==> src/fdsu_pkg.sv <==
// fdsu_pkg: constants, operation codes and control structs of the Forth
// data-stack unit. No dependencies; imported by every other file.
`default_nettype none

package fdsu_pkg;

    localparam int STACK_DEPTH = 64;
    localparam int DEPTH_W     = $clog2(STACK_DEPTH + 1);
    localparam int ADDR_W      = $clog2(STACK_DEPTH);
    localparam int CELL_W      = 32;
    localparam int KIND_W      = 4;
    localparam int PRINT_W     = 2;
    localparam int ERR_W       = 2;

    localparam logic [KIND_W-1:0] KIND_PUSH = 4'd0;
    localparam logic [KIND_W-1:0] KIND_CR   = 4'd1;
    localparam logic [KIND_W-1:0] KIND_DROP = 4'd2;
    localparam logic [KIND_W-1:0] KIND_DUP  = 4'd3;
    localparam logic [KIND_W-1:0] KIND_DOT  = 4'd4;
    localparam logic [KIND_W-1:0] KIND_EMIT = 4'd5;
    localparam logic [KIND_W-1:0] KIND_SWAP = 4'd6;
    localparam logic [KIND_W-1:0] KIND_OVER = 4'd7;
    localparam logic [KIND_W-1:0] KIND_ROT  = 4'd8;

    localparam logic [PRINT_W-1:0] PRINT_NONE = 2'd0;
    localparam logic [PRINT_W-1:0] PRINT_NUM  = 2'd1;
    localparam logic [PRINT_W-1:0] PRINT_CHAR = 2'd2;
    localparam logic [PRINT_W-1:0] PRINT_NL   = 2'd3;

    localparam logic [ERR_W-1:0] ERR_OK    = 2'd0;
    localparam logic [ERR_W-1:0] ERR_UNDER = 2'd1;
    localparam logic [ERR_W-1:0] ERR_OVER  = 2'd2;

    // controller -> datapath
    typedef struct packed {
        logic capture;   // latch the accepted item
        logic exec;      // run the operation, load the result register
        logic fill;      // refill the third cached cell from memory
    } fdsu_cmd_t;

    // datapath -> controller
    typedef struct packed {
        logic pop_op;    // pending operation removes a cell and succeeds
    } fdsu_stat_t;

endpackage

`default_nettype wire

==> src/fdsu_datapath.sv <==
// fdsu_datapath: top three cells in registers, deeper cells in a memory,
// depth counter and result register. Depends on fdsu_pkg.
`default_nettype none

module fdsu_datapath
    import fdsu_pkg::*;
(
    input  wire logic                     clk,
    input  wire logic                     rst_n,
    input  wire fdsu_cmd_t                cmd,
    output fdsu_stat_t                    stat,
    input  wire logic [KIND_W-1:0]        kind,
    input  wire logic signed [CELL_W-1:0] push_value,
    output logic [PRINT_W-1:0]            print_kind,
    output logic signed [CELL_W-1:0]      print_value,
    output logic [ERR_W-1:0]              error_code,
    output logic [DEPTH_W-1:0]            stack_depth
);

    localparam logic [DEPTH_W-1:0] FULL_DEPTH = DEPTH_W'(STACK_DEPTH);

    logic [KIND_W-1:0]  kind_reg;
    logic [CELL_W-1:0]  value_reg;
    logic [DEPTH_W-1:0] depth_reg, depth_next;
    // top0 is the top of stack; cells below the third live in mem
    logic [CELL_W-1:0]  top0_reg, top0_next;
    logic [CELL_W-1:0]  top1_reg, top1_next;
    logic [CELL_W-1:0]  top2_reg, top2_next;
    logic [CELL_W-1:0]  rd_data_reg;
    logic [CELL_W-1:0]  mem [STACK_DEPTH];

    logic [PRINT_W-1:0] print_kind_reg, print_kind_next;
    logic [CELL_W-1:0]  print_value_reg, print_value_next;
    logic [ERR_W-1:0]   error_reg, error_next;

    logic [1:0]         need;
    logic               grow;
    logic               shrink;
    logic               known;
    logic               ok;
    logic [CELL_W-1:0]  shift_in;
    logic               spill;
    logic [DEPTH_W-1:0] wr_ptr;
    logic [DEPTH_W-1:0] rd_ptr;

    always_comb
    begin
        need   = 2'd0;
        grow   = 1'b0;
        shrink = 1'b0;
        known  = 1'b1;
        unique case (kind_reg) inside
            KIND_PUSH: grow = 1'b1;
            KIND_CR:   need = 2'd0;
            KIND_DROP, KIND_DOT, KIND_EMIT:
            begin
                need   = 2'd1;
                shrink = 1'b1;
            end
            KIND_DUP:
            begin
                need = 2'd1;
                grow = 1'b1;
            end
            KIND_SWAP: need = 2'd2;
            KIND_OVER:
            begin
                need = 2'd2;
                grow = 1'b1;
            end
            KIND_ROT:  need = 2'd3;
            default:   known = 1'b0;
        endcase
    end

    always_comb
    begin
        error_next = ERR_OK;
        if (known && (depth_reg < DEPTH_W'(need)))
            error_next = ERR_UNDER;
        else if (known && grow && (depth_reg >= FULL_DEPTH))
            error_next = ERR_OVER;
    end

    assign ok          = known && (error_next == ERR_OK);
    assign stat.pop_op = ok && shrink;

    always_comb
    begin
        case (kind_reg)
            KIND_DUP:  shift_in = top0_reg;
            KIND_OVER: shift_in = top1_reg;
            default:   shift_in = value_reg;
        endcase
    end

    // spill the third cell on a push, dup or over once three cells are cached
    assign wr_ptr = depth_reg - DEPTH_W'(3);
    assign rd_ptr = depth_reg - DEPTH_W'(4);
    assign spill  = cmd.exec && ok && grow && (depth_reg >= DEPTH_W'(3));

    always_comb
    begin
        depth_next       = depth_reg;
        top0_next        = top0_reg;
        top1_next        = top1_reg;
        top2_next        = top2_reg;
        print_kind_next  = print_kind_reg;
        print_value_next = print_value_reg;
        if (cmd.fill)
            top2_next = rd_data_reg;
        if (cmd.exec)
        begin
            print_kind_next  = PRINT_NONE;
            print_value_next = '0;
            if (ok)
            begin
                case (kind_reg) inside
                    KIND_PUSH, KIND_DUP, KIND_OVER:
                    begin
                        top0_next  = shift_in;
                        top1_next  = top0_reg;
                        top2_next  = top1_reg;
                        depth_next = depth_reg + DEPTH_W'(1);
                    end
                    KIND_CR:   print_kind_next = PRINT_NL;
                    KIND_DROP, KIND_DOT, KIND_EMIT:
                    begin
                        top0_next  = top1_reg;
                        top1_next  = top2_reg;
                        depth_next = depth_reg - DEPTH_W'(1);
                        if (kind_reg == KIND_DOT)
                        begin
                            print_kind_next  = PRINT_NUM;
                            print_value_next = top0_reg;
                        end
                        else if (kind_reg == KIND_EMIT)
                        begin
                            print_kind_next  = PRINT_CHAR;
                            print_value_next = {{(CELL_W-8){1'b0}}, top0_reg[7:0]};
                        end
                    end
                    KIND_SWAP:
                    begin
                        top0_next = top1_reg;
                        top1_next = top0_reg;
                    end
                    KIND_ROT:
                    begin
                        top0_next = top2_reg;
                        top1_next = top0_reg;
                        top2_next = top1_reg;
                    end
                    default:
                    begin
                        top0_next = top0_reg;
                    end
                endcase
            end
        end
    end

    always_ff @(posedge clk or negedge rst_n)
    begin
        if (!rst_n)
            depth_reg <= '0;
        else
            depth_reg <= depth_next;
    end

    always_ff @(posedge clk)
    begin
        if (cmd.capture)
        begin
            kind_reg  <= kind;
            value_reg <= push_value;
        end
        if (cmd.exec)
            error_reg <= error_next;
        top0_reg        <= top0_next;
        top1_reg        <= top1_next;
        top2_reg        <= top2_next;
        print_kind_reg  <= print_kind_next;
        print_value_reg <= print_value_next;
    end

    // spill/refill memory: one write and one registered read port
    always_ff @(posedge clk)
    begin
        if (spill)
            mem[wr_ptr[ADDR_W-1:0]] <= top2_reg;
        rd_data_reg <= mem[rd_ptr[ADDR_W-1:0]];
    end

    assign print_kind  = print_kind_reg;
    assign print_value = print_value_reg;
    assign error_code  = error_reg;
    assign stack_depth = depth_reg;

    a_depth_bound: assert property (@(posedge clk) disable iff (!rst_n)
        depth_reg <= FULL_DEPTH)
        else $error("stack depth beyond capacity");

    a_error_keeps_depth: assert property (@(posedge clk) disable iff (!rst_n)
        cmd.exec && (error_next != ERR_OK) |=> depth_reg == $past(depth_reg))
        else $error("failed operation changed the depth");

    a_grow_depth: assert property (@(posedge clk) disable iff (!rst_n)
        cmd.exec && ok && grow |=> depth_reg == $past(depth_reg) + DEPTH_W'(1))
        else $error("successful push did not add one cell");

    a_fill_after_pop: assert property (@(posedge clk) disable iff (!rst_n)
        cmd.fill |-> $past(cmd.exec) && $past(stat.pop_op))
        else $error("refill without a preceding pop");

endmodule

`default_nettype wire

==> config.mk <==
export PLATFORM = sky130hd
export DESIGN_NAME = fdsu_datapath
export DESIGN_NICKNAME = d
export VERILOG_FILES = /design/src/fdsu_pkg.sv /design/src/fdsu_datapath.sv
export SDC_FILE = /design/constraint.sdc
export NUM_CORES = 2
export LEC_CHECK = 0
export BUFFER_PORTS_ARGS = -buffer_cell sky130_fd_sc_hd__buf_2
export CORE_MARGIN = 2
export CORE_UTILIZATION = 55
export DETAILED_ROUTE_END_ITERATION = 12
export PLACE_DENSITY = 0.76
export SLEW_MARGIN = 20
export SYNTH_ARGS = -nofsm -noshare
export SYNTH_HDL_FRONTEND = slang
export SYNTH_SLANG_ARGS = --single-unit
==> constraint.sdc <==
create_clock -name clk -period 21.4 [get_ports clk]
set_input_delay 3.21 -clock clk [delete_from_list [all_inputs] [get_ports clk]]
set_output_delay 3.21 -clock clk [all_outputs]
set_load 0.02 [all_outputs]
==> summary.txt <==
Detailed routing
  – First-pass iteration count of the detailed router: 7
  – Mean number of vias per cell: 6.71
  – Avg WL per Cell: 34.4 um
  – Post-route antenna net violation count: 0
  – Initial detailed-routing violation count: 7437
  – Drc violations: 0
  – Number of vias in the routed layout: 43000
  – Total wire length: 220 mm

Clock network
  – Cell at the root of the clock tree: sky130_fd_sc_hd__clkbuf_16
  – Count of cells resized by post-cts repair: 0
  – Clock slew seen by the registers of the worst setup and hold paths: 0.06 ns
  – Number of clock sinks: 2255
  – Number of buffers added by the clock tree synthesis step: 206
  – Clock insertion delay at the later pin of the skew report: 0.85 ns
  – Count of hold-fix buffers inserted at cts: 0
  – Buffers inserted during post-CTS setup optimization: 0
  – TritonCTS clock tree: done
  – CTS H-tree depth: 4
  – Largest buffer count on any clock path: 3

Pwr
  – Switching share of power: 0.358
  – Leakage power total: 30.2 nW
  – Internal Dissipation: 9.01 mW
  – Gate power share: 0.298
  – Total power divided by cell area: 146 nW/um^2
  – Clock network power share: 0.257
  – Power spent charging and discharging nets: 5.03 mW
  – Sequential share of power: 0.445
  – Worst IR drop on VDD: 133 uV

Setup path
  – Launching point of the worst reg2reg path: stack_depth[0]$_DFFE_PN0P_
  – Crit Path Class: register to output pin
  – Worst path buffer plus inverter count: 1
  – Cell type group with the largest total delay on the critical path: simple AND/OR/NAND/NOR gates
  – Biggest fanout along the worst timing path: 17
  – Crit. Startpoint: kind_reg[1]$_DFFE_PP_
  – Critical Path AT: 3.97 ns
  – Nature of the critical path startpoint: register
  – CP endpoint kind: output pin
  – Data required, critical path: 18.19 ns
  – Dominant cell type by count on the critical path: sky130_fd_sc_hd__nor2b_1
  – Slowest CP cell: sky130_fd_sc_hd__edfxtp_1
  – Critical Path, Cell by Cell: nor2b_1 > a22oi_1 > ha_1 > nor2b_1 > a311oi_2 > a311o_2 > nor3_1 > buf_2
  – Largest incremental delay on the critical path: 0.70 ns

Floorplan
  – Width of the chip: 400 um
  – Die Ht: 400 um
  – Area of the core: 156000 sq um
  – Number of top-level pins: 85
  – Die Area: 160000 sq um
  – Initial standard-cell utilization of the core: 0.552
  – Std-Cell Rows: 145

STA
  – Normalized max-slew margin: 0.211
  – Number of failing hold endpoints at the final stage: 0
  – Least-Margin Pin Slew: 1.18 ns
  – Max Freq: 139 MHz
  – Slew Limit Fails: 0
  – Setup skew after layout: 0.0314 ns
  – Total negative slack: 0 ns
  – Setup repair after global routing missed its margin: false
  – Final period util: 0.335
  – Setup-failing EPs final: 0
  – Minimum clock period after layout: 7.18 ns

Status
  – Status: finished clean

Synthesis
  – Synth area leader: sky130_fd_sc_hd__edfxtp_1
  – Share of synthesized area occupied by flip-flops and latches: 0.779
  – Cell area after synthesis: 86100 sq um
  – Total number of yosys warnings: 0
  – Top flip-flop cell by instance count after synthesis: sky130_fd_sc_hd__edfxtp_1
  – Number of register bits inferred by synthesis: 2255
  – Number of enable-type register cells in the synthesized netlist: 2184
  – Fraction of synthesis flops using an asynchronous set or reset pin: 0.00310
  – Post-Syn Instances: 4022
  – Per-instance average area after synthesis: 21.4 sq um
  – Net count after synthesis: 4072
  – Top cell type's share of synthesized area: 0.762
  – Count of different cell masters after synthesis: 66
  – Ranking of synthesized cells by area: sky130_fd_sc_hd__edfxtp_1 76%, sky130_fd_sc_hd__mux4_2 13%, sky130_fd_sc_hd__mux2i_1 2.0%

Run
  – Max_cap viols: 0

Final layout
  – Commonest non-fill, non-tap cells in the layout: 2184 x sky130_fd_sc_hd__edfxtp_1, 483 x sky130_fd_sc_hd__mux4_2, 209 x sky130_fd_sc_hd__clkbuf_16, 174 x sky130_fd_sc_hd__mux2i_1, 158 x sky130_fd_sc_hd__nor2_1
  – Max reg flops: 2048
  – Cell Count, Final, Fillers Out: 6399
  – Final net count: 4215
  – Share of cells above drive strength 1: 0.253
  – Synth-to-Final Area Change: 11.5%
  – Finished layout cell area: 96000 sq um
  – Most common cell after layout, fill and taps aside: sky130_fd_sc_hd__edfxtp_1

Placement
  – Final HPWL from detailed placement: 125 mm
  – Placer congestion estimate: 0.976
  – Placement-stage cell area: 89200 sq um
  – Number of cells in the design after placement: 6006
  – # port buffers: 84

Global route
  – Via count of the first global-routing pass: 41000
  – Wire length of the first global-routing pass: 308 mm
  – GR Overflow Total: 0
  – GRT Overall Usage: 0.277
  – Antenna violations before repair: 7
  – Pin count of the biggest net entering global routing: 99

Min path
  – HP Start: top1_reg[24]$_DFFE_PP_
  – Min-Delay Path Class: register to register
cell usage after synthesis, types with 40 or more instances:
cell,instances
sky130_fd_sc_hd__o22ai_1,44
sky130_fd_sc_hd__mux4_2,483
sky130_fd_sc_hd__buf_2,86
sky130_fd_sc_hd__nor2_1,227
sky130_fd_sc_hd__a21oi_1,70
sky130_fd_sc_hd__clkbuf_1,108
sky130_fd_sc_hd__mux2i_1,174
sky130_fd_sc_hd__edfxtp_1,2184
sky130_fd_sc_hd__inv_1,40
sky130_fd_sc_hd__nand2_1,77
sky130_fd_sc_hd__a22oi_1,63
sky130_fd_sc_hd__a221oi_1,59
sky130_fd_sc_hd__dfxtp_1,64
final cells by class:
class	count	area, sq um
Fill cell	10100	59900
Multi-Input combinational cell	1499	18400
Inverter	42	160
Timing Repair Buffer	161	1160
Clock inverter	113	1060
Sequential cell	2255	67100
Tap cell	2058	2570
Antenna cell	3	7.51
Clock buffer	268	5500
power groups by stage:
stage                     combinational (mW)  clock [mW]  sequential (mW)
after detailed placement                4.03           0             6.31
after global routing                    4.26        3.78             6.26
final                                   4.18        3.60             6.25
after CTS                               4.07        3.62             6.22
after floorplan                         2.30           0             6.04
after global placement                  3.97           0             6.27
metrics by stage:
stage | power (mW) | hold slack [ns] | setup slack, ns | utilization
after floorplan | 8.34 | 0.442 | 11.85 | -
after detailed placement | 10.3 | 0.469 | 14.83 | 0.572
final | 14.0 | 0.487 | 14.22 | 0.616
after global routing | 14.3 | 0.515 | 14.09 | 0.616
after global placement | 10.2 | 0.461 | 14.91 | 0.572
after CTS | 13.9 | 0.483 | 14.14 | 0.614
logic make-up (layout without fill, tap and decap cells):
| kind of cell | Yosys count | in the layout | share of synthesized area |
|---|---|---|---|
| flops | 2255 | 2255 | 0.779 |
| mux | 692 | 692 | 0.151 |
| compound gates | 395 | 395 | 0.0336 |
| simple gates | 392 | 392 | 0.0199 |
| buf+inv | 268 | 584 | 0.0138 |
| xor+xnor | 11 | 11 | 0.00112 |
| fa+ha+maj | 9 | 9 | 0.00140 |
| other cells | 0 | 3 | 0 |
routing by layer:
metal,GRT usage,wire (um),vias up
met5,0,95,-
met4,0.125,10600,12
met3,0.0699,30200,425
met2,0.405,99400,3222
met1,0.400,79800,22200
li1,-,-,17100
final timing paths:
path                                         endpoint  slack, ns  cells after the start
setup / recovery                                 stat      14.22                      8
hold / removal                   top2_reg[24]$_DFF_P_       0.49                      2
setup reg to reg              rd_data_reg[16]$_DFF_P_      16.35                      9
hold reg to reg                  top2_reg[24]$_DFF_P_       0.49                      2
max in group asynchronous  stack_depth[2]$_DFFE_PN0P_      19.01                      1
min in group asynchronous  stack_depth[1]$_DFFE_PN0P_       2.20                      1
worst register-to-register path: stages, from the launching register on:
cell                       delay (ns)
sky130_fd_sc_hd__dfrtp_4         0.91
sky130_fd_sc_hd__buf_4           0.87
sky130_fd_sc_hd__buf_4           0.68
sky130_fd_sc_hd__buf_4           0.71
sky130_fd_sc_hd__mux4_2          0.63
sky130_fd_sc_hd__nor2_1          0.20
sky130_fd_sc_hd__a221oi_1        0.08
sky130_fd_sc_hd__o22ai_1         0.39
sky130_fd_sc_hd__nor2_1          0.18
sky130_fd_sc_hd__o22a_1          0.26
(Power assumes the default switching activity.)
