`src/fdsu_pkg.sv`:
```
// fdsu_pkg: constants, operation codes and control structs of the Forth
// data-stack unit. No dependencies; imported by every other file.
`default_nettype none

package fdsu_pkg;

    localparam int STACK_DEPTH = 64;
    localparam int DEPTH_W     = $clog2(STACK_DEPTH + 1);
    localparam int ADDR_W      = $clog2(STACK_DEPTH);
    localparam int CELL_W      = 32;
    localparam int KIND_W      = 4;
    localparam int PRINT_W     = 2;
    localparam int ERR_W       = 2;

    localparam logic [KIND_W-1:0] KIND_PUSH = 4'd0;
    localparam logic [KIND_W-1:0] KIND_CR   = 4'd1;
    localparam logic [KIND_W-1:0] KIND_DROP = 4'd2;
    localparam logic [KIND_W-1:0] KIND_DUP  = 4'd3;
    localparam logic [KIND_W-1:0] KIND_DOT  = 4'd4;
    localparam logic [KIND_W-1:0] KIND_EMIT = 4'd5;
    localparam logic [KIND_W-1:0] KIND_SWAP = 4'd6;
    localparam logic [KIND_W-1:0] KIND_OVER = 4'd7;
    localparam logic [KIND_W-1:0] KIND_ROT  = 4'd8;

    localparam logic [PRINT_W-1:0] PRINT_NONE = 2'd0;
    localparam logic [PRINT_W-1:0] PRINT_NUM  = 2'd1;
    localparam logic [PRINT_W-1:0] PRINT_CHAR = 2'd2;
    localparam logic [PRINT_W-1:0] PRINT_NL   = 2'd3;

    localparam logic [ERR_W-1:0] ERR_OK    = 2'd0;
    localparam logic [ERR_W-1:0] ERR_UNDER = 2'd1;
    localparam logic [ERR_W-1:0] ERR_OVER  = 2'd2;

    // controller -> datapath
    typedef struct packed {
        logic capture;   // latch the accepted item
        logic exec;      // run the operation, load the result register
        logic fill;      // refill the third cached cell from memory
    } fdsu_cmd_t;

    // datapath -> controller
    typedef struct packed {
        logic pop_op;    // pending operation removes a cell and succeeds
    } fdsu_stat_t;

endpackage

`default_nettype wire

```
`src/fdsu_ctrl.sv`:
```
// fdsu_ctrl: sequencing state machine of the data-stack unit; owns the
// handshakes. Depends on fdsu_pkg.
`default_nettype none

module fdsu_ctrl
    import fdsu_pkg::*;
(
    input  wire logic       clk,
    input  wire logic       rst_n,
    input  wire logic       in_valid,
    output logic            in_ready,
    output logic            out_valid,
    input  wire logic       out_ready,
    input  wire fdsu_stat_t stat,
    output fdsu_cmd_t       cmd
);

    localparam logic [1:0] ST_IDLE = 2'd0;
    localparam logic [1:0] ST_EXEC = 2'd1;
    localparam logic [1:0] ST_FILL = 2'd2;

    logic [1:0] state_reg, state_next;
    logic       out_valid_reg, out_valid_next;
    logic       exec_fire;

    assign in_ready  = (state_reg == ST_IDLE);
    assign out_valid = out_valid_reg;
    // result register is free when empty or being drained this cycle
    assign exec_fire = (state_reg == ST_EXEC) && (!out_valid_reg || out_ready);

    always_comb
    begin
        cmd.capture = in_valid && in_ready;
        cmd.exec    = exec_fire;
        cmd.fill    = (state_reg == ST_FILL);
    end

    always_comb
    begin
        state_next = state_reg;
        unique case (state_reg)
            ST_IDLE:
            begin
                if (in_valid)
                    state_next = ST_EXEC;
            end
            ST_EXEC:
            begin
                if (exec_fire)
                    state_next = stat.pop_op ? ST_FILL : ST_IDLE;
            end
            ST_FILL:
            begin
                state_next = ST_IDLE;
            end
            default:
            begin
                state_next = ST_IDLE;
            end
        endcase
    end

    always_comb
    begin
        out_valid_next = out_valid_reg;
        if (exec_fire)
            out_valid_next = 1'b1;
        else if (out_ready)
            out_valid_next = 1'b0;
    end

    always_ff @(posedge clk or negedge rst_n)
    begin
        if (!rst_n)
        begin
            state_reg     <= ST_IDLE;
            out_valid_reg <= 1'b0;
        end
        else
        begin
            state_reg     <= state_next;
            out_valid_reg <= out_valid_next;
        end
    end

endmodule

`default_nettype wire

```
`config.mk`:
```
export PLATFORM = sky130hd
export DESIGN_NAME = fdsu_ctrl
export DESIGN_NICKNAME = d
export VERILOG_FILES = /design/src/fdsu_pkg.sv /design/src/fdsu_ctrl.sv
export SDC_FILE = /design/constraint.sdc
export NUM_CORES = 1
export LEC_CHECK = 0
export BUFFER_PORTS_ARGS = -buffer_cell sky130_fd_sc_hd__clkbuf_2
export CORE_AREA = 2 2 39 41
export DETAILED_ROUTE_END_ITERATION = 6
export DIE_AREA = 0 0 41 43
export HOLD_SLACK_MARGIN = 0.06
export PLACE_DENSITY_LB_ADDON = 0.15
export REMOVE_ABC_BUFFERS = 1
export SYNTH_ARGS = -nofsm -noshare
export SYNTH_HDL_FRONTEND = slang
export SYNTH_SLANG_ARGS = --single-unit
```
`constraint.sdc`:
```
create_clock -name clk -period 1.05 [get_ports clk]
set_clock_uncertainty 0.2 [all_clocks]
set_input_delay 0.0525 -clock clk [delete_from_list [all_inputs] [get_ports clk]]
set_output_delay 0.0525 -clock clk [all_outputs]
set_load 0.03 [all_outputs]
```
==> impl_summary.md, run 1 <==
Power
Per report_power, the combinational group accounts for 48.0% of the total. The cell-internal power is 0.4629 mW. The clock share of power is 27.2%. In this run the power spent charging and discharging nets is 0.2861 mW. The portion of total power attributed to sequential cells is 24.7%. The analysis attributes to cell leakage a power of approximately 0.15 nW. The overall power is 0.7490 mW.

VDD sags by at most 713.6 uV. Net switching is between 30% and 40% of the power. The power density over cell area is 2463 nW/um^2.

Critical path
Data arrives at the worst endpoint at 1.06 ns. The number of cells on the critical path is 2. The critical-path cell with the highest stage delay is dfrtp_2. The worst register-to-register path has a depth of 3. The worst setup path is captured at an output port. The top fanout value on the critical path is 5. The signal on the critical path passes through nor3b_2, clkbuf_8.

The category of the most critical setup path is flop to output port. The family of cells with the greatest summed delay on the critical path is flip-flops. On the worst path, the slowest cell contributes a delay of 0.43 ns. The number of buffers and inverters on the critical path is 1. The type of origin of the critical path is a flop. The required time reported for the critical path endpoint is 0.80 ns.

Synthesis
The number of standard cells after synthesis is 13. In this run, synthesis produced a sequential element count of 3. By area the synthesized netlist is led by dfrtp_1, nand2b_1, nor2b_1, nor3b_2, and4b_1.

The area of the mapped netlist is 145.1 um^2. For this run, the number of Yosys warnings is 0. The mean instance size in the synthesized netlist is 11.16 um^2. The cell type with the highest aggregate area in the netlist is dfrtp_1.

The share of the synthesized area in the top cell type is between 50% and 60%. The number of distinct library cells after synthesis is 9. The share of the yosys chip area belonging to registers is between 50 and 60%.

Clock network
The number of clock sinks seen by CTS is 3. The longest clock path from root to sink contains 2 buffers. Buffers inserted during clock tree synthesis total 3. TritonCTS built the clock tree. After clock tree synthesis, the clock-pin slew on the worst setup and hold paths is about 0.040 ns. The post-cts hold buffer count is 3.

The cell sitting at the root of the clock tree is a clkbuf_4. The clock latency of the later-clocked register in the worst-skew pair is between 0.2 and 0.25 ns. In this run the number of H-tree levels came out at 1.

Min path
The min-delay analysis places its worst path in the category input pin to flop. Counting instances, the worst hold path has a depth of 3.

Timing
The clock period minus worst slack is between 1 and 1.5 ns. The final max-slew violation count is 0. The transition time at the pin with the least slew margin is ~0.18 ns. The final clock period utilization by the worst path is 125.4%. Across all setup checks in the final design, the least slack found is -0.2662 ns. The number of hold violations in the final report is 1.

The highest achievable clock rate is between 700 and 800 MHz. Setup violations remaining at the end of the flow were counted as 6. The worst pin sits at a relative slew slack of 87.92%. After routing, the total negative slack on setup checks comes to -1.165 ns. The post-route worst hold slack is -0.03323 ns.

Setup repair after global routing could not meet its margin everywhere.

Detailed routing
After detailed routing, the number of remaining DRC violations is 0. The total routed wirelength is 422 um. The average routed wire per standard cell is 8.979 um. The remaining antenna violation count is 0. Detailed routing inserted a total of 151 vias. The ratio of routed vias to standard cells is 3.213.

The initial DRC count is 2. The first TritonRoute pass finished after 2 iterations.

Cells and area
Cells with a size suffix above 1 make up 54.84% of the layout. The final layout contains 37 nets. Compared with the post-synthesis result, the final layout area differs by 109.5%.

The cell area after layout is 304.0 um^2. The number of fillers in the final layout is 161. The number of antenna cells inserted is 0. The number of flip-flops in the largest register is 2.

Floorplanning
The count of pins on the block boundary is 10. The initialized floorplan defines 14 standard-cell rows. The die covers 1763 um^2. For this configuration, the core starts out at a cell density of 10.49%. The width of the die is just over 40 um. In this run the standard cell core region covers 1384 um^2.

The vertical die dimension is 43 um.

Global routing
The number of global-route vias before repair is 159. In the global route stage, overall resource usage came out at roughly 6.4%. Entering global routing, the biggest net connects 6 pins. The global routing met3 resource utilization is 3.141%. Global routing consumed, on the met1 layer, 6.410% of the routing resources.

The routing usage on met2 is 7.187%. The layer flagged by global routing as most heavily used is met4. The number of antenna violations at the first check in global routing came to 0. The wire length of the first global-routing pass is about 660 um. The remaining global-route overflow is 0.

Status
The run finished, with violations left. The checks that failed: negative hold slack, negative setup slack.

Place
The congestion estimate from routability-driven global placement came to 0.6743. Prior to clock tree synthesis, the placed netlist has a worst setup slack of -0.06980 ns. In this run the cell area measured after placement is 225.2 um^2. The number of buffers added on ports is 9. The post-detailed-placement half-perimeter wirelength is 304.5 um.

Flow run
The number of maximum-capacitance constraint violations is 0.
[cell usage after synthesis, drive strengths merged]
cell	instances
buf	1
o21bai	1
and4b	1
nor3b	1
nor2	1
nand2b	2
nand2	1
dfrtp	3
nor2b	2
[worst paths after layout]
| check | from | to | slack, ns |
|---|---|---|---|
| max in group asynchronous | rst_n | state_reg[0] | 0.08 |
| setup / recovery | state_reg[0] | cmd[2] | -0.27 |
| hold reg to reg | out_valid | state_reg[0] | 0.42 |
| min in group asynchronous | rst_n | out_valid | 0.41 |
| hold / removal | out_ready | state_reg[0] | -0.03 |
| setup reg to reg | state_reg[0] | state_reg[0] | -0.11 |
[power groups by stage]
| stage | registers, mW | logic, mW | clock network (mW) |
|---|---|---|---|
| floorplan | 0.210 | 0.153 | 0 |
| global placement | 0.182 | 0.301 | 0 |
| detailed placement | 0.183 | 0.302 | 0 |
| CTS | 0.183 | 0.353 | 0.219 |
| global route | 0.190 | 0.387 | 0.229 |
| finish | 0.185 | 0.360 | 0.204 |
[worst register-to-register path, cell delays in order, from the launching register on]
cell      delay [ns]
dfrtp_2         0.43
nor3b_2         0.21
buf_4           0.14
o21bai_1        0.10
[through the flow]
| step | hold slack, ns | cells | utilization [%] |
|---|---|---|---|
| global route | -0.01475 | 47 | 21.97 |
| finish | -0.03323 | 47 | 21.97 |
| detailed placement | -0.3458 | 40 | 16.27 |
| CTS | -0.03019 | 48 | 22.06 |
| global placement | -0.3428 | 40 | 16.27 |
| floorplan | -0.4431 | 12 | - |
[cell type report]
| cell class | instances | area (um^2) | share of cell area, % |
|---|---|---|---|
| Clock buffer | 4 | 26.28 | 8.642 |
| Multi-Input combinational cell | 9 | 62.56 | 20.58 |
| Sequential cell | 3 | 76.32 | 25.10 |
| Tap cell | 16 | 20.02 | 6.584 |
| Timing Repair Buffer | 15 | 118.9 | 39.09 |
[cells in the final DEF (no fill, tap or decap), drive strengths merged]
| cell type | n |
|---|---|
| and4b | 1 |
| buf | 8 |
| clkbuf | 8 |
| dfrtp | 3 |
| dlygate4sd3 | 3 |
| nand2 | 1 |
| nand2b | 2 |
| nor2 | 1 |
| nor2b | 2 |
| nor3b | 1 |
| o21bai | 1 |
[what timing repair did]
action,in CTS,in global routing
gates cloned,0,0
hold endpoints to repair,6,1
setup endpoints to repair,6,9
setup buffers,1,0
gates resized for setup,5,7
[cell families after synthesis]
logic type	share of synthesized area (%)
AOI/OAI and AO/OA	5.174
buffers and inverters	5.174
DFF	51.72
and+or+nand+nor	37.92
[routing by layer]
metal	vias to the layer above	wire [um]
li1	79	-
met1	62	191
met2	8	177
met3	2	34
met4	0	19
met5	-	0
(Power assumes the default switching activity.)
==> run 2, diff against run 1 <==
SKIP_CTS_REPAIR_TIMING = 1   (was unset)
==> run 2 against run 1 <==
  * Register-to-register slack better by 0.02 ns
  * Clock power hardly changed
  * The run still ends with negative hold slack, negative setup slack left
  * Critical path depth is 1 higher
  * Cell count stayed put
  * Non-clock buffer count stayed put
  * Hold slack worse by 0.016 ns
  * Maximum frequency is 0.48% higher
  * Via count is 0.66% lower
  * Sequential share of layout area is 0.97 points higher
  * Sequential power hardly changed
  * Final area is 3.7% lower
  * Utilization is 0.81 points lower
==> impl_summary.md, run 2 (synthesized netlist as in run 1, its figures left out) <==
Status
The run finished, with violations left. The final reports fail on negative hold slack, negative setup slack.

Cells and area
Leaving out fill and tap cells, the most frequent cell in the layout is buf_4. The finished cells cover about 300 um^2. Relative to the synthesized area, the layout overhead comes to 101.7%.

The net count of the finished layout is 37. Of the cells placed in the final design, the portion with a size suffix greater than 1 is roughly three fifths. The number of antenna cells inserted is 0. Summing all flip-flop and latch instances after layout gives 76.32 um^2. The number of flip-flops in the largest register is 2. After filler insertion, the fill cell instance count of the layout stands at 159. In the layout the commonest cells are buf_4, clkbuf_2, clkbuf_4. The footprint of the multi-input gates is approximately 63 um^2.

Critical path
The worst flop-to-flop path startpoint is state_reg[0]. The endpoint of the worst setup timing path is cmd[1]. The required time reported for the critical path endpoint is 0.80 ns. The kind of end point of the critical path is an output port.

The critical path data arrival time is 1.06 ns. In this run the critical register-to-register path is captured at state_reg[0]. STA classifies the critical path startpoint as a flop. The start point of the critical path is state_reg[1]. The slack of the worst reg-to-reg path is -0.09 ns. The worst reg2reg path depth is 3. The worst setup path is of the flop to output port kind. The top fanout value on the critical path is 3.

Clock network
The clock edge transition at the registers on the reported setup and hold paths is 0.04 ns. The maximum level of the CTS H-tree is 1. CTS saw 3 sinks.

TritonCTS created 3 clock buffers. The clock passes through at most 2 buffers. The cell at the root of the clock tree is clkbuf_4.

For the worst-skew pair, the clock arrives at the later sink with an insertion delay of 0.23 ns. TritonCTS built the clock tree.

Timing
The clock period minus worst slack is 1.310 ns. Of the available clock period, the critical path in the final layout requires 124.8%. The number of hold violations in the final report is 4. The post-route worst hold slack is -0.04895 ns.

The highest achievable clock rate is 763.4 MHz. In the post-route analysis, the smallest setup slack over all paths is -0.2599 ns. The transition time at the pin with the least slew margin is 0.1550 ns. Measured against its own limit, the worst slew margin works out to approximately nine tenths. Setup repair after global routing could not meet its margin everywhere. The final max-slew violation count is 0. The final count of negative-setup-slack endpoints is 6.

Floorplanning
Measured along the y axis, the die boundary spans ~43 um. The total die area is 1763 um^2. After floorplanning, the core was divided into 14 placement rows.

The core area is 1384 um^2. For this configuration, the core starts out at a cell density of approximately a tenth. The width of the die is 41 um. For this design the top-level I/O count stands at 10.

Place
Routability-driven placement finished with a final weighted congestion of 0.6743. Once detailed placement completed, the half-perimeter wirelength came to between 300 and 400 um. The total cell area at the placement stage is 225.2 um^2. Port buffering added 9 buffers.

Detailed routing
The ratio of routed vias to standard cells is about 3.2. The routed layout has 150 vias. Dividing the detail-routed wire length by the instance count gives 8.660 um. Wires add up to 407 um. For this block, the initial DRC count from the detailed router was 1. The detail route stage leaves a number of antenna-violating nets equal to 0. After detailed routing, the number of remaining DRC violations is 0.

The first-pass detailed-route iteration total is 2.

Power
The analysis attributes to cell leakage a power of 0.1489 nW. The worst vdd rail ir drop is 711.4 uV. The power density over cell area is ~2500 nW/um^2.

The completed layout was analyzed and its total power is between 0.7 and 0.8 mW.

Global routing
The number of antenna violations at the first check in global routing came to 0. The largest net degree at the start of global routing is 6. The remaining global-route overflow is 0. The wire length of the first global-routing pass is between 600 and 700 um. The number of global-route vias before repair came to 150. The global router's overall resource usage is 6.319%.

Flow run
Max-cap violations in this run came to 0.

Min path
The worst hold path class is input pin to async pin.
run 2: metal layers:
layer | part of all wire, % | vias to the layer above | GRT usage [%]
met4 | 4.7 | 0 | 10.00
met5 | 0 | - | 0
met1 | 42 | 61 | 6.410
met2 | 45 | 8 | 6.875
met3 | 8.4 | 2 | 3.141
li1 | - | 79 | -
run 2: how the worst min path moves through the flow:
stage | from | endpoint | slack, ns | depth (start not counted)
final | rst_n | out_valid | -0.05 | 2
after global routing | rst_n | out_valid | -0.04 | 2
after CTS | rst_n | out_valid | -0.60 | 1
after detailed placement | rst_n | out_valid | -0.35 | 1
after global placement | rst_n | out_valid | -0.34 | 1
after floorplan | rst_n | out_valid | -0.44 | 0
run 2: worst max-delay path: stages, from the launching register on:
cell and delay [ns]:
dfrtp_1 0.39, nand2b_1 0.17, nor2b_1 0.11, buf_4 0.16
run 2: power by group:
part	switching (mW)	internal (mW)
clock	0.0617	0.143
sequential	0.0315	0.153
combinational	0.190	0.160
total	0.283	0.455
run 2: cell type report:
type / instances / share of cell area, %
well taps: 16 / 6.838
multi-input cells: 9 / 21.37
clock buffers: 4 / 8.974
flip-flops and latches: 3 / 26.07
repair buffers: 15 / 36.75
run 2: stage by stage:
stage | utilization, % | hold WS (ns) | worst slack, ns | setup TNS (ns) | cells
floorplan | - | -0.4431 | -0.3071 | -0.8397 | 12
global placement | 16.27 | -0.3428 | -0.05814 | -0.1917 | 40
detailed placement | 16.27 | -0.3458 | -0.06980 | -0.2705 | 40
CTS | 18.17 | -0.5995 | -0.3286 | -1.355 | 44
global route | 21.16 | -0.03781 | -0.3318 | -1.525 | 47
finish | 21.16 | -0.04895 | -0.2599 | -1.128 | 47
==> run 3, diff against run 2 <==
RECOVER_POWER = 100   (was unset)
TNS_END_PERCENT = 30   (was unset)
==> run 3 against run 2 <==
  * The flow still finishes with violations (negative hold slack, negative setup slack)
  * Sequential power is essentially flat
  * Hold slack improved by 0.0061 ns
  * Global-route usage stayed put
  * Critical path depth unchanged
  * Cell count stayed put
  * Non-clock buffer count is the same
  * Utilization decreased by 0.27 points
  * First-iteration DRC count unchanged
  * Register-to-register slack about the same
  * Power down 1.4%
  * Critical endpoint unchanged
==> impl_summary.md, run 3 (synthesized netlist as in run 1, its figures left out) <==
Timing
The number of hold violations in the final report is 4. For this run, the top clock speed supported by timing is 763.4 MHz. Dividing the final minimum period by the clock period gives 124.8%. For the finished layout, the period the worst path requires is 1.310 ns. Setup repair after global routing could not meet its margin everywhere. The tightest hold path in the finished design has a slack of -0.04287 ns. The final worst slack is -0.2599 ns. At the pin with the least slew margin, the transition time is 0.1550 ns. The final max-slew violation count was 0. Setup violations remaining at the end of the flow were counted as 6.

The worst slew margin relative to its limit is 89.62%. The post-route setup TNS is -1.108 ns.

Floorplanning
The number of core rows is 14. The die is between 40 and 50 um tall. The effective utilization at floorplan is 10.49%. The width of the die is 41 um. The total area inside the core boundary comes to 1384 um^2. The total die area is between 1500 and 2000 um^2. The count of pins on the block boundary is 10.

Critical path
The worst setup path is of the flop to output port kind. In this run the worst path has a maximum fanout of 3. The number of buffers and inverters on the critical path is 1.

The family of cells with the greatest summed delay on the critical path is flip-flops. The critical path data arrival time is between 1 and 1.5 ns. The type of origin of the critical path is a flop. The delay of the slowest cell on the worst path is 0.39 ns.

The critical-path cell with the highest stage delay is dfrtp_1. Walking the worst path, the cells encountered are nand2b_1, nor2b_1, buf_4. STA classifies the critical path endpoint as an output port. Data on the critical path is required at its endpoint by 0.80 ns.

Cells and area
The number of fillers in the final layout is 160. Leaving out fill and tap cells, the most frequent cell in the layout is buf_4. Compared with the post-synthesis result, the final layout area differs by 99.14%. Cells with a size suffix above 1 make up 54.84% of the layout. In the final layout, the multi-input gates occupy 62.56 um^2. The number of flip-flops in the largest register is 2. The repair_antennas step left the layout with diodes totalling 0. Cells fill 20.89% of the core in the end. Summing all flip-flop and latch instances after layout gives 76.32 um^2.

The final net count is 37. In the layout the commonest cells are buf_4, clkbuf_4, clkbuf_2.

Detailed routing
The routed layout has 150 vias. The initial DRC count is 1. The total routed wirelength is 407 um.

The average routed wire per standard cell is 8.660 um. In the routed layout, each cell is associated on average with a via count of 3.191. The post-detailed-route DRC marker count is 0.

The first detailed-routing pass ran for 2 iterations. The remaining antenna violation count is 0.

Clock network
The maximum level of the CTS H-tree is 1. TritonCTS built the clock tree. The number of clock sinks seen by CTS is 3. The clock edge transition at the registers on the reported setup and hold paths is 0.04 ns.

The number of buffers between clock root and the deepest sink is 2. The tree is rooted in a clkbuf_4. The total clock buffers created by CTS is 3. The clock latency of the later-clocked register in the worst-skew pair is 0.23 ns.

Place
Buffers placed on the I/O ports in this run total 9. Routability-driven placement finished with a final weighted congestion of 0.6743. Summed over all nets, the half-perimeter wirelength after detailed placement is 304.5 um. The pre-CTS worst setup slack is -0.06980 ns.

Flow run
The tool flagged a number of max-cap violations equal to 0.

Global routing
For this run, the total global-route usage over all layers was measured as 6.319%. The remaining global-route overflow is 0. The number of global-route vias before repair was 150. The number of antenna violations at the first check in global routing came to 0. The wire length of the first global-routing pass is 634 um. The largest net degree at the start of global routing is 6.

Power
In this run the power density over the cells is roughly 2500 nW/um^2. In this run the static leakage power is ~0.15 nW. Across the VDD grid, the largest voltage drop is 711.4 uV.

Min path
The tightest min-delay check is of the input pin to async pin type.

Status
The flow ran to the end, but the final reports show violations. The final reports fail on negative hold slack, negative setup slack.
run 3: cell counts in the layout (fill, tap and decap cells not counted):
Identical to the previous run, type by type.
run 3: report_power, final:
part / leakage [nW] / switching [mW] / internal, mW
Combinational: 0.0935 / 0.190 / 0.150
Clock: 0.0150 / 0.0617 / 0.143
Sequential: 0.0366 / 0.0307 / 0.152
Total: 0.145 / 0.282 / 0.445
run 3: final timing paths:
path	start	to	slack (ns)	depth (start not counted)
setup reg to reg	state_reg[0]	state_reg[0]	-0.09	3
hold reg to reg	out_valid	state_reg[0]	0.41	2
setup / recovery	state_reg[1]	cmd[1]	-0.26	3
min in group clk	out_ready	state_reg[0]	-0.04	3
hold / removal	rst_n	out_valid	-0.04	2
max in group asynchronous	rst_n	state_reg[0]	0.52	2
run 3: per-stage QoR:
stage,power [mW],cells,hold slack (ns),area [um^2]
2_1_floorplan,0.3627,12,-0.4431,137.6
3_3_place_gp,0.4829,40,-0.3428,225.2
3_5_place_dp,0.4855,40,-0.3458,225.2
4_1_cts,0.7056,44,-0.5995,251.5
5_1_grt,0.7850,47,-0.01476,289.0
6_report,0.7277,47,-0.04287,289.0
run 3: cell type report:
| cell class | instances | share of cell area (%) |
|---|---|---|
| tap | 16 | 6.926 |
| sequential | 3 | 26.41 |
| timing repair buffer | 15 | 35.93 |
| multi-input combinational | 9 | 21.65 |
| clock buffer | 4 | 9.091 |
run 3: worst reg2reg max path, cell delays in order, from the launching register on:
cell	delay (ns)
dfrtp_2	0.43
nor3b_2	0.21
buf_4	0.13
o21bai_1	0.09
run 3: metal layers:
metal	wire, um	GRT usage (%)	part of all wire, %	vias up
met4	19	10.00	4.7	0
met3	34	3.141	8.4	2
met1	171	6.410	42	61
li1	-	-	-	79
met2	181	6.875	44	8
met5	0	0	0	-
